**config.mk**
```make
export PLATFORM = sky130hd
export DESIGN_NAME = hex_record_encoder_top_flat
export DESIGN_NICKNAME = d
export VERILOG_FILES = /design/src/sv/hre_pkg.sv /design/src/sv/hre_channels.sv /design/src/sv/hre_front.sv /design/src/sv/hre_queue.sv /design/src/sv/hre_back.sv /design/src/sv/hex_record_encoder_top.sv /design/src/flat_wrapper.sv
export SDC_FILE = /design/constraint.sdc
export NUM_CORES = 1
export LEC_CHECK = 0
export BUFFER_PORTS_ARGS = -buffer_cell sky130_fd_sc_hd__buf_2
export CAP_MARGIN = 20
export CORE_MARGIN = 2
export CORE_UTILIZATION = 40
export DETAILED_ROUTE_END_ITERATION = 6
export PLACE_DENSITY = 0.61
export SYNTH_ARGS = -nofsm -noshare
export SYNTH_HDL_FRONTEND = slang
export SYNTH_HIERARCHICAL = 1
export SYNTH_SLANG_ARGS = --single-unit
```
**constraint.sdc**
```tcl
create_clock -name clock -period 6.55 [get_ports clock]
set_input_delay 0.655 -clock clock [delete_from_list [all_inputs] [get_ports clock]]
set_output_delay 0.655 -clock clock [all_outputs]
set_load 0.1 [all_outputs]
```
**src/sv/hre_pkg.sv**
```systemverilog
package hre_pkg;

   // Operation codes on the request channel.
   localparam logic OP_HEADER = 1'b0;
   localparam logic OP_DATA   = 1'b1;

   localparam int CHAR_W = 7;

   localparam logic [CHAR_W-1:0] CHAR_COLON = 7'h3A;
   localparam logic [CHAR_W-1:0] CHAR_CR    = 7'h0D;
   localparam logic [CHAR_W-1:0] CHAR_LF    = 7'h0A;

   // Index of the last hex digit for each kind of job, counting down to zero.
   localparam logic [2:0] HEADER_LAST_DIGIT = 3'd7;
   localparam logic [2:0] DATA_LAST_DIGIT   = 3'd1;

   typedef enum logic {
      JOB_HEADER,
      JOB_DATA
   } job_kind_type;

   // One classified request, ready for the character sequencer.
   typedef struct packed {
      job_kind_type kind;
      logic [31:0]  digits;
      logic         close;
      logic [7:0]   checksum;
   } job_type;

   typedef struct packed {
      logic    push;
      job_type job;
   } q_write_type;

   typedef struct packed {
      logic    avail;
      job_type job;
   } q_head_type;

   typedef enum logic [2:0] {
      ST_IDLE,
      ST_COLON,
      ST_DIGIT,
      ST_CSUM_HI,
      ST_CSUM_LO,
      ST_CR,
      ST_LF
   } back_state_type;

   function automatic logic [CHAR_W-1:0] hex_char(input logic [3:0] nibble);
      logic [CHAR_W-1:0] wide;
      wide = {3'b000, nibble};
      if (nibble < 4'd10) begin
         return wide + 7'h30;
      end
      return wide + 7'h37;
   endfunction

endpackage

```
**src/sv/hre_channels.sv**
```systemverilog
interface hre_req_if;
   logic        valid;
   logic        ready;
   logic        operation;
   logic [7:0]  record_type;
   logic [15:0] load_address;
   logic [7:0]  byte_count;
   logic [7:0]  data_byte;

   modport source (
      output valid, operation, record_type, load_address, byte_count, data_byte,
      input  ready
   );
   modport sink (
      input  valid, operation, record_type, load_address, byte_count, data_byte,
      output ready
   );
endinterface

interface hre_rsp_if;
   logic       valid;
   logic       ready;
   logic [6:0] character;
   logic       run_last;
   logic       record_end;

   modport source (
      output valid, character, run_last, record_end,
      input  ready
   );
   modport sink (
      input  valid, character, run_last, record_end,
      output ready
   );
endinterface

```
**src/sv/hre_front.sv**
```systemverilog
module hre_front import hre_pkg::*; (
   input  logic        clock,
   input  logic        reset,
   hre_req_if.sink     req_ch,
   input  logic        queue_full,
   output q_write_type q_write
);

   logic       open_ff, open_in;
   logic [7:0] left_ff, left_in;
   logic [7:0] sum_ff, sum_in;
   logic       accept;
   logic [7:0] hdr_sum;
   logic [7:0] data_sum;
   logic [7:0] data_left;

   assign req_ch.ready = !queue_full;
   assign accept = req_ch.valid && !queue_full;

   always_comb begin
      hdr_sum = req_ch.byte_count + req_ch.load_address[15:8]
              + req_ch.load_address[7:0] + req_ch.record_type;
      data_sum  = sum_ff + req_ch.data_byte;
      data_left = left_ff - 8'd1;

      open_in = open_ff;
      left_in = left_ff;
      sum_in  = sum_ff;

      q_write.push         = 1'b0;
      q_write.job.kind     = JOB_HEADER;
      q_write.job.digits   = '0;
      q_write.job.close    = 1'b0;
      q_write.job.checksum = '0;

      if (accept) begin
         if (req_ch.operation == OP_HEADER) begin
            // A header always starts a fresh record, abandoning any open one.
            q_write.push         = 1'b1;
            q_write.job.kind     = JOB_HEADER;
            q_write.job.digits   = {req_ch.byte_count, req_ch.load_address,
                                    req_ch.record_type};
            q_write.job.close    = (req_ch.byte_count == 8'd0);
            q_write.job.checksum = 8'd0 - hdr_sum;
            open_in = (req_ch.byte_count != 8'd0);
            left_in = req_ch.byte_count;
            sum_in  = (req_ch.byte_count == 8'd0) ? 8'd0 : hdr_sum;
         end else if (open_ff) begin
            q_write.push         = 1'b1;
            q_write.job.kind     = JOB_DATA;
            q_write.job.digits   = {req_ch.data_byte, 24'd0};
            q_write.job.close    = (data_left == 8'd0);
            q_write.job.checksum = 8'd0 - data_sum;
            if (data_left == 8'd0) begin
               open_in = 1'b0;
               left_in = 8'd0;
               sum_in  = 8'd0;
            end else begin
               left_in = data_left;
               sum_in  = data_sum;
            end
         end
      end
   end

   always_ff @(posedge clock) begin
      if (reset) begin
         open_ff <= 1'b0;
         left_ff <= 8'd0;
         sum_ff  <= 8'd0;
      end else begin
         open_ff <= open_in;
         left_ff <= left_in;
         sum_ff  <= sum_in;
      end
   end

endmodule

```
**src/sv/hre_queue.sv**
```systemverilog
module hre_queue import hre_pkg::*; #(
   parameter int DEPTH = 2
) (
   input  logic        clock,
   input  logic        reset,
   input  q_write_type q_write,
   input  logic        pop,
   output logic        full,
   output q_head_type  head
);

   localparam int AW = (DEPTH > 1) ? $clog2(DEPTH) : 1;
   localparam int CW = $clog2(DEPTH + 1);

   job_type         entries_ff [DEPTH];
   logic [AW-1:0]   wr_ptr_ff, wr_ptr_in;
   logic [AW-1:0]   rd_ptr_ff, rd_ptr_in;
   logic [CW-1:0]   count_ff, count_in;

   function automatic logic [AW-1:0] next_ptr(input logic [AW-1:0] ptr);
      if (ptr == AW'(DEPTH - 1)) begin
         return '0;
      end
      return ptr + AW'(1);
   endfunction

   assign full       = (count_ff == CW'(DEPTH));
   assign head.avail = (count_ff != '0);
   assign head.job   = entries_ff[rd_ptr_ff];

   always_comb begin
      wr_ptr_in = q_write.push ? next_ptr(wr_ptr_ff) : wr_ptr_ff;
      rd_ptr_in = pop ? next_ptr(rd_ptr_ff) : rd_ptr_ff;
      count_in  = count_ff;
      if (q_write.push && !pop) begin
         count_in = count_ff + CW'(1);
      end else if (pop && !q_write.push) begin
         count_in = count_ff - CW'(1);
      end
   end

   always_ff @(posedge clock) begin
      if (q_write.push) begin
         entries_ff[wr_ptr_ff] <= q_write.job;
      end
   end

   always_ff @(posedge clock) begin
      if (reset) begin
         wr_ptr_ff <= '0;
         rd_ptr_ff <= '0;
         count_ff  <= '0;
      end else begin
         wr_ptr_ff <= wr_ptr_in;
         rd_ptr_ff <= rd_ptr_in;
         count_ff  <= count_in;
      end
   end

endmodule

```
**src/sv/hre_back.sv**
```systemverilog
module hre_back import hre_pkg::*; (
   input  logic       clock,
   input  logic       reset,
   input  q_head_type head,
   output logic       pop,
   hre_rsp_if.source  rsp_ch
);

   back_state_type    state_ff, state_in;
   logic [31:0]       shift_ff, shift_in;
   logic [2:0]        left_ff, left_in;
   logic              close_ff, close_in;
   logic [7:0]        csum_ff, csum_in;
   logic              rvalid_ff, rvalid_in;
   logic [CHAR_W-1:0] rchar_ff, rchar_in;
   logic              rlast_ff, rlast_in;
   logic              rend_ff, rend_in;

   logic              out_free;
   logic              emit;
   logic              finish;
   logic [CHAR_W-1:0] e_char;
   logic              e_last;
   logic              e_end;

   assign out_free = !rvalid_ff || rsp_ch.ready;

   always_comb begin
      state_in = state_ff;
      shift_in = shift_ff;
      left_in  = left_ff;
      close_in = close_ff;
      csum_in  = csum_ff;
      pop      = 1'b0;
      emit     = 1'b0;
      finish   = 1'b0;
      e_char   = CHAR_LF;
      e_last   = 1'b0;
      e_end    = 1'b0;

      case (state_ff)
         ST_IDLE: begin
         end
         ST_COLON: begin
            if (out_free) begin
               emit     = 1'b1;
               e_char   = CHAR_COLON;
               state_in = ST_DIGIT;
            end
         end
         ST_DIGIT: begin
            if (out_free) begin
               emit     = 1'b1;
               e_char   = hex_char(shift_ff[31:28]);
               shift_in = {shift_ff[27:0], 4'h0};
               if (left_ff == 3'd0) begin
                  if (close_ff) begin
                     state_in = ST_CSUM_HI;
                  end else begin
                     e_last = 1'b1;
                     finish = 1'b1;
                  end
               end else begin
                  left_in = left_ff - 3'd1;
               end
            end
         end
         ST_CSUM_HI: begin
            if (out_free) begin
               emit     = 1'b1;
               e_char   = hex_char(csum_ff[7:4]);
               state_in = ST_CSUM_LO;
            end
         end
         ST_CSUM_LO: begin
            if (out_free) begin
               emit     = 1'b1;
               e_char   = hex_char(csum_ff[3:0]);
               state_in = ST_CR;
            end
         end
         ST_CR: begin
            if (out_free) begin
               emit     = 1'b1;
               e_char   = CHAR_CR;
               state_in = ST_LF;
            end
         end
         ST_LF: begin
            if (out_free) begin
               emit   = 1'b1;
               e_char = CHAR_LF;
               e_last = 1'b1;
               e_end  = 1'b1;
               finish = 1'b1;
            end
         end
         default: begin
            state_in = ST_IDLE;
         end
      endcase

      // The next job is loaded in the same cycle as the last character of
      // the current one, so consecutive jobs run without a gap.
      if (state_ff == ST_IDLE || finish) begin
         if (head.avail) begin
            pop      = 1'b1;
            shift_in = head.job.digits;
            close_in = head.job.close;
            csum_in  = head.job.checksum;
            if (head.job.kind == JOB_HEADER) begin
               state_in = ST_COLON;
               left_in  = HEADER_LAST_DIGIT;
            end else begin
               state_in = ST_DIGIT;
               left_in  = DATA_LAST_DIGIT;
            end
         end else begin
            state_in = ST_IDLE;
         end
      end

      rvalid_in = rvalid_ff;
      rchar_in  = rchar_ff;
      rlast_in  = rlast_ff;
      rend_in   = rend_ff;
      if (emit) begin
         rvalid_in = 1'b1;
         rchar_in  = e_char;
         rlast_in  = e_last;
         rend_in   = e_end;
      end else if (rsp_ch.ready) begin
         rvalid_in = 1'b0;
      end
   end

   always_ff @(posedge clock) begin
      if (reset) begin
         state_ff  <= ST_IDLE;
         rvalid_ff <= 1'b0;
      end else begin
         state_ff  <= state_in;
         rvalid_ff <= rvalid_in;
      end
   end

   always_ff @(posedge clock) begin
      shift_ff <= shift_in;
      left_ff  <= left_in;
      close_ff <= close_in;
      csum_ff  <= csum_in;
      rchar_ff <= rchar_in;
      rlast_ff <= rlast_in;
      rend_ff  <= rend_in;
   end

   assign rsp_ch.valid      = rvalid_ff;
   assign rsp_ch.character  = rchar_ff;
   assign rsp_ch.run_last   = rlast_ff;
   assign rsp_ch.record_end = rend_ff;

endmodule

```
**src/sv/hex_record_encoder_top.sv**
```systemverilog
// When the encoder is idle, the first character of an accepted request passes the job
// queue, the back end state register and the output register; earlier output delays it.
// Throughput: the output register passes one character per cycle while the receiver
// is ready; a data byte is 2 characters, a header 9, a close 4 more, an empty record 13.
// Reset is synchronous and active high; it empties the queue and closes any record.
module hex_record_encoder_top import hre_pkg::*; #(
   parameter int QUEUE_DEPTH = 2
) (
   input  logic      clock,
   input  logic      reset,
   hre_req_if.sink   req_ch,
   hre_rsp_if.source rsp_ch
);

   // The front end accepts requests, tracks the open record (remaining byte
   // count and running sum), drops data bytes that arrive with no record open,
   // and turns each remaining request into a job that carries its hex digits
   // and, when the record closes, the finished checksum.
   q_write_type q_write;
   logic        queue_full;
   q_head_type  head;
   logic        pop;

   hre_front u_front (
      .clock      (clock),
      .reset      (reset),
      .req_ch     (req_ch),
      .queue_full (queue_full),
      .q_write    (q_write)
   );

   // A short job queue lets the front end keep taking requests while the
   // back end is still spelling out characters of earlier ones.
   hre_queue #(
      .DEPTH (QUEUE_DEPTH)
   ) u_queue (
      .clock   (clock),
      .reset   (reset),
      .q_write (q_write),
      .pop     (pop),
      .full    (queue_full),
      .head    (head)
   );

   // The back end is a character sequencer that, while its registered output
   // stage is free, emits one ASCII character per cycle into it, loading the next
   // job in the same cycle as the last character of the current one.
   hre_back u_back (
      .clock  (clock),
      .reset  (reset),
      .head   (head),
      .pop    (pop),
      .rsp_ch (rsp_ch)
   );

endmodule

```
**src/flat_wrapper.sv**
```systemverilog
// flat-port wrapper written by rule: the top's interface ports become plain ports
module hex_record_encoder_top_flat import hre_pkg::*;
#(
   parameter int QUEUE_DEPTH = 2
)
  (clock, reset, req_ch_valid, req_ch_operation, req_ch_record_type, req_ch_load_address, req_ch_byte_count, req_ch_data_byte, req_ch_ready, rsp_ch_valid, rsp_ch_character, rsp_ch_run_last, rsp_ch_record_end, rsp_ch_ready);
  hre_req_if req_ch_i ();
  hre_rsp_if rsp_ch_i ();
  input  logic clock;
  input  logic reset;
  input wire logic [$bits(req_ch_i.valid)-1:0] req_ch_valid;
  input wire logic [$bits(req_ch_i.operation)-1:0] req_ch_operation;
  input wire logic [$bits(req_ch_i.record_type)-1:0] req_ch_record_type;
  input wire logic [$bits(req_ch_i.load_address)-1:0] req_ch_load_address;
  input wire logic [$bits(req_ch_i.byte_count)-1:0] req_ch_byte_count;
  input wire logic [$bits(req_ch_i.data_byte)-1:0] req_ch_data_byte;
  output wire logic [$bits(req_ch_i.ready)-1:0] req_ch_ready;
  output wire logic [$bits(rsp_ch_i.valid)-1:0] rsp_ch_valid;
  output wire logic [$bits(rsp_ch_i.character)-1:0] rsp_ch_character;
  output wire logic [$bits(rsp_ch_i.run_last)-1:0] rsp_ch_run_last;
  output wire logic [$bits(rsp_ch_i.record_end)-1:0] rsp_ch_record_end;
  input wire logic [$bits(rsp_ch_i.ready)-1:0] rsp_ch_ready;
  assign req_ch_i.valid = req_ch_valid;
  assign req_ch_i.operation = req_ch_operation;
  assign req_ch_i.record_type = req_ch_record_type;
  assign req_ch_i.load_address = req_ch_load_address;
  assign req_ch_i.byte_count = req_ch_byte_count;
  assign req_ch_i.data_byte = req_ch_data_byte;
  assign req_ch_ready = req_ch_i.ready;
  assign rsp_ch_valid = rsp_ch_i.valid;
  assign rsp_ch_character = rsp_ch_i.character;
  assign rsp_ch_run_last = rsp_ch_i.run_last;
  assign rsp_ch_record_end = rsp_ch_i.record_end;
  assign rsp_ch_i.ready = rsp_ch_ready;
  hex_record_encoder_top #(.QUEUE_DEPTH(QUEUE_DEPTH)) u_core (.clock(clock), .reset(reset), .req_ch(req_ch_i), .rsp_ch(rsp_ch_i));
endmodule
```
==> impl_metrics.json <==
{
  "ir_drop_mv": 0.182,
  "cp-end-kind": "flop",
  "initial_core_util": 0.408,
  "hp-start": "u_core/u_back/shift_ff[2]",
  "fillers": 1967,
  "cts_made_buffers": 17,
  "syn_inst": 749,
  "postRouteAntennaNets": 0,
  "cts_resized": 0,
  "drt_iter0_drc": 346,
  "vias": 5696,
  "row_count": 53,
  "p_leak_nw": 3.76,
  "synthAdderAreaFrac": 0.0698,
  "worstSetupPathType": "in -> reg",
  "dr.pass1.iters": 5,
  "routabilityCongestion": 0.878,
  "netlist.area_leader.share": 0.356,
  "yosysTopAreaCell": "edfxtp_1",
  "numClockSinks": 163,
  "cp-endpoint": "u_core/u_queue/entries_ff[1][7]",
  "vias_per_cell": 5.25,
  "placed_cells": 1050,
  "hold_viol": 0,
  "hold_buffers": 0,
  "cts-root-buf": "clkbuf_16",
  "arrival_ns": 3.84,
  "cts_buffer_depth": 2,
  "pin_count": 56,
  "seq_area_frac_synth": 0.498,
  "grt_pass1_vias": 5361,
  "nets": 880,
  "avgSynthCellArea_sq_um": 11.5,
  "min_path_type": "reg -> reg",
  "yosys-top-cells-count": "edfxtp_1, mux2_2, nor2_1",
  "syn_nets": 833,
  "min_path_cells": 2,
  "dieArea_sq_mm": 0.0227,
  "setup_viol": 0,
  "reg2reg_depth": 6,
  "wl_um": 18300,
  "cp_max_fo": 4,
  "async_flop_share": 0,
  "rsz0062_at_grt": "no",
  "htree_levels": 4,
  "fmax_ghz": 0.273,
  "grt_pass1_wl_um": 28900,
  "synth_xor_area_frac": 0.0377,
  "drc": 0,
  "antenna_found_initial": 0,
  "rr_endpoint": "u_core/u_queue/entries_ff[0][21]",
  "holdWs_ns": 0.460,
  "cts_tree": "built",
  "syn_area_sq_mm": 0.00860,
  "grt-ovfl-total": 0,
  "synth-edff-count": 102,
  "drive_gt1_frac": 0.258,
  "postPlaceCellArea_sq_mm": 0.00909,
  "ys_warn_count": 6,
  "r2r_slack_ns": 3.09,
  "post-dp-hpwl_um": 13000,
  "timing.rr.start": "u_core/u_queue/count_ff[0]",
  "routedWlPerCell_um": 16.8,
  "synth_top_family_by_area": "multiplexers",
  "num_antenna_cells": 0,
  "yosys.area_share.simple": 0.107,
  "slew_violations": 0,
  "synth_compound_area_frac": 0.102,
  "cts.clk_slew.worst_paths_ns": 0.07,
  "cap_violations": 0,
  "grt_util_all_layers": 0.168,
  "setup_tns_ns": 0,
  "core_region_area_sq_mm": 0.0211,
  "areaGrowthSynthToFinish_pct": 13.3,
  "tightest_slew_ns": 0.897,
  "utilization": 0.462,
  "startpoint_type": "input port",
  "netlist_top_cells_area": "edfxtp_1, dfxtp_1, mux2_2",
  "period_share": 0.560,
  "cp-startpoint": "req_ch_record_type[3]",
  "ys_types": 69,
  "instances_no_fill": 1084,
  "period_needed_ns": 3.67,
  "die_y_um": 151,
  "insertion_delay_ns": 0.42,
  "post_cts_buffers": 0,
  "clock_skew_ns": 0.00982,
  "port_buffers": 55,
  "stdcell_area_sq_mm": 0.00974,
  "synth_ff_type": "edfxtp_1",
  "grt_max_degree": 47,
  "powerDensity_mw_per_mm2": 455,
  "slew_headroom": 0.401,
  "die_x_um": 151,
  "yosys_register_bits": 163,
  "synthMuxAreaShare": 0.139,
  "cp_data_required_time_ns": 6.72,
  "post-synth-top-count-cell": "edfxtp_1",
  "status": "complete, no violations"
}
==> metrics by stage <==
stage,setup slack [ns],power [mW]
final,2.88,4.44
after global routing,2.76,4.72
after CTS,2.91,4.46
after detailed placement,2.47,3.44
after global placement,2.56,3.43
after floorplan,2.58,3.10
==> cells in the final DEF, fill, tap and decap left out, drive strengths merged, types with 3 or more instances in the layout <==
cell type  count
a221oi         8
or3            4
a211oi        11
nor2b         11
and3           9
clkinv         6
mux2          99
buf           61
mux2i          8
inv           67
o21ai         22
a21oi         33
dfxtp         61
a22o           3
edfxtp       102
nor4           4
clkbuf        17
nand3         11
nand2b        10
nor3b          7
ha            24
o22ai          5
o211ai         5
fa            15
a22oi          8
xnor2         26
or2            4
xor2          11
nand2         26
nor2          69
a21o           3
nor3          18
==> metal layers <==
layer	routed length, um	global-route usage	up-vias	part of all wire
li1	-	-	2799	-
met1	8720	0.241	2739	0.48
met2	8470	0.256	141	0.46
met3	912	0.0430	17	0.050
met4	159	0.0379	0	0.0087
met5	0	0	-	0
==> how the worst min path moves through the flow <==
stage	end
global placement	u_core/u_back/shift_ff[0]
floorplan	u_core/u_back/shift_ff[0]
detailed placement	u_core/u_back/shift_ff[0]
CTS	u_core/u_back/shift_ff[3]
finish	u_core/u_back/shift_ff[2]
global route	u_core/u_back/shift_ff[2]
==> logic make-up after synthesis <==
logic type | count (synthesis)
and+or+nand+nor | 183
DFF | 163
AOI/OAI and AO/OA | 126
muxes | 107
buffers and inverters | 94
adders and majority gates | 39
xor gates and xnor gates | 37
==> area by class of cell <==
class,instances,area [sq um],share of cell area
flip-flops and latches,163,4290,0.440
multi-input cells,492,3930,0.403
clock buffers,17,425,0.0437
repair buffers,61,345,0.0354
well taps,275,344,0.0353
inverters,61,229,0.0235
clock inverters,15,188,0.0193
==> worst max-delay path, cell delays in order <==
cell and delay [ns]:
buf_2 0.07, inv_1 0.05, fa_1 0.51, fa_1 0.51, inv_1 0.04, ha_1 0.33, o21ai_0 0.11, or2_2 0.30
o311ai_0 0.71, nor4_1 0.18, xnor2_1 0.17, a22o_1 0.20
==> report_power, final <==
| part | leakage [nW] | internal (mW) | switching [mW] | total, mW |
|---|---|---|---|---|
| combinational | 2.00 | 0.802 | 1.06 | 1.86 |
| clock | 0.292 | 0.549 | 0.456 | 1.01 |
| sequential | 1.47 | 1.41 | 0.155 | 1.57 |
==> sequential cells by signal, summed over array words and instances, names as in the netlist, named ones only <==
name                             flops
u_core/u_front/sum_ff                8
u_core/u_queue/wr_ptr_ff             1
u_core/u_back/state_ff               3
u_core/u_back/csum_ff                8
u_core/u_front/open_ff               1
u_core/u_back/left_ff                3
u_core/u_back/rsp_ch.character       7
u_core/u_back/close_ff               1
u_core/u_back/shift_ff              32
u_core/u_back/rsp_ch.run_last        1
u_core/u_back/rsp_ch.record_end      1
u_core/u_queue/rd_ptr_ff             1
u_core/u_queue/count_ff              2
u_core/u_back/rsp_ch.valid           1
u_core/u_front/left_ff               8
u_core/u_queue/entries_ff           84
Note: power is estimated with default switching activity, not from simulation.
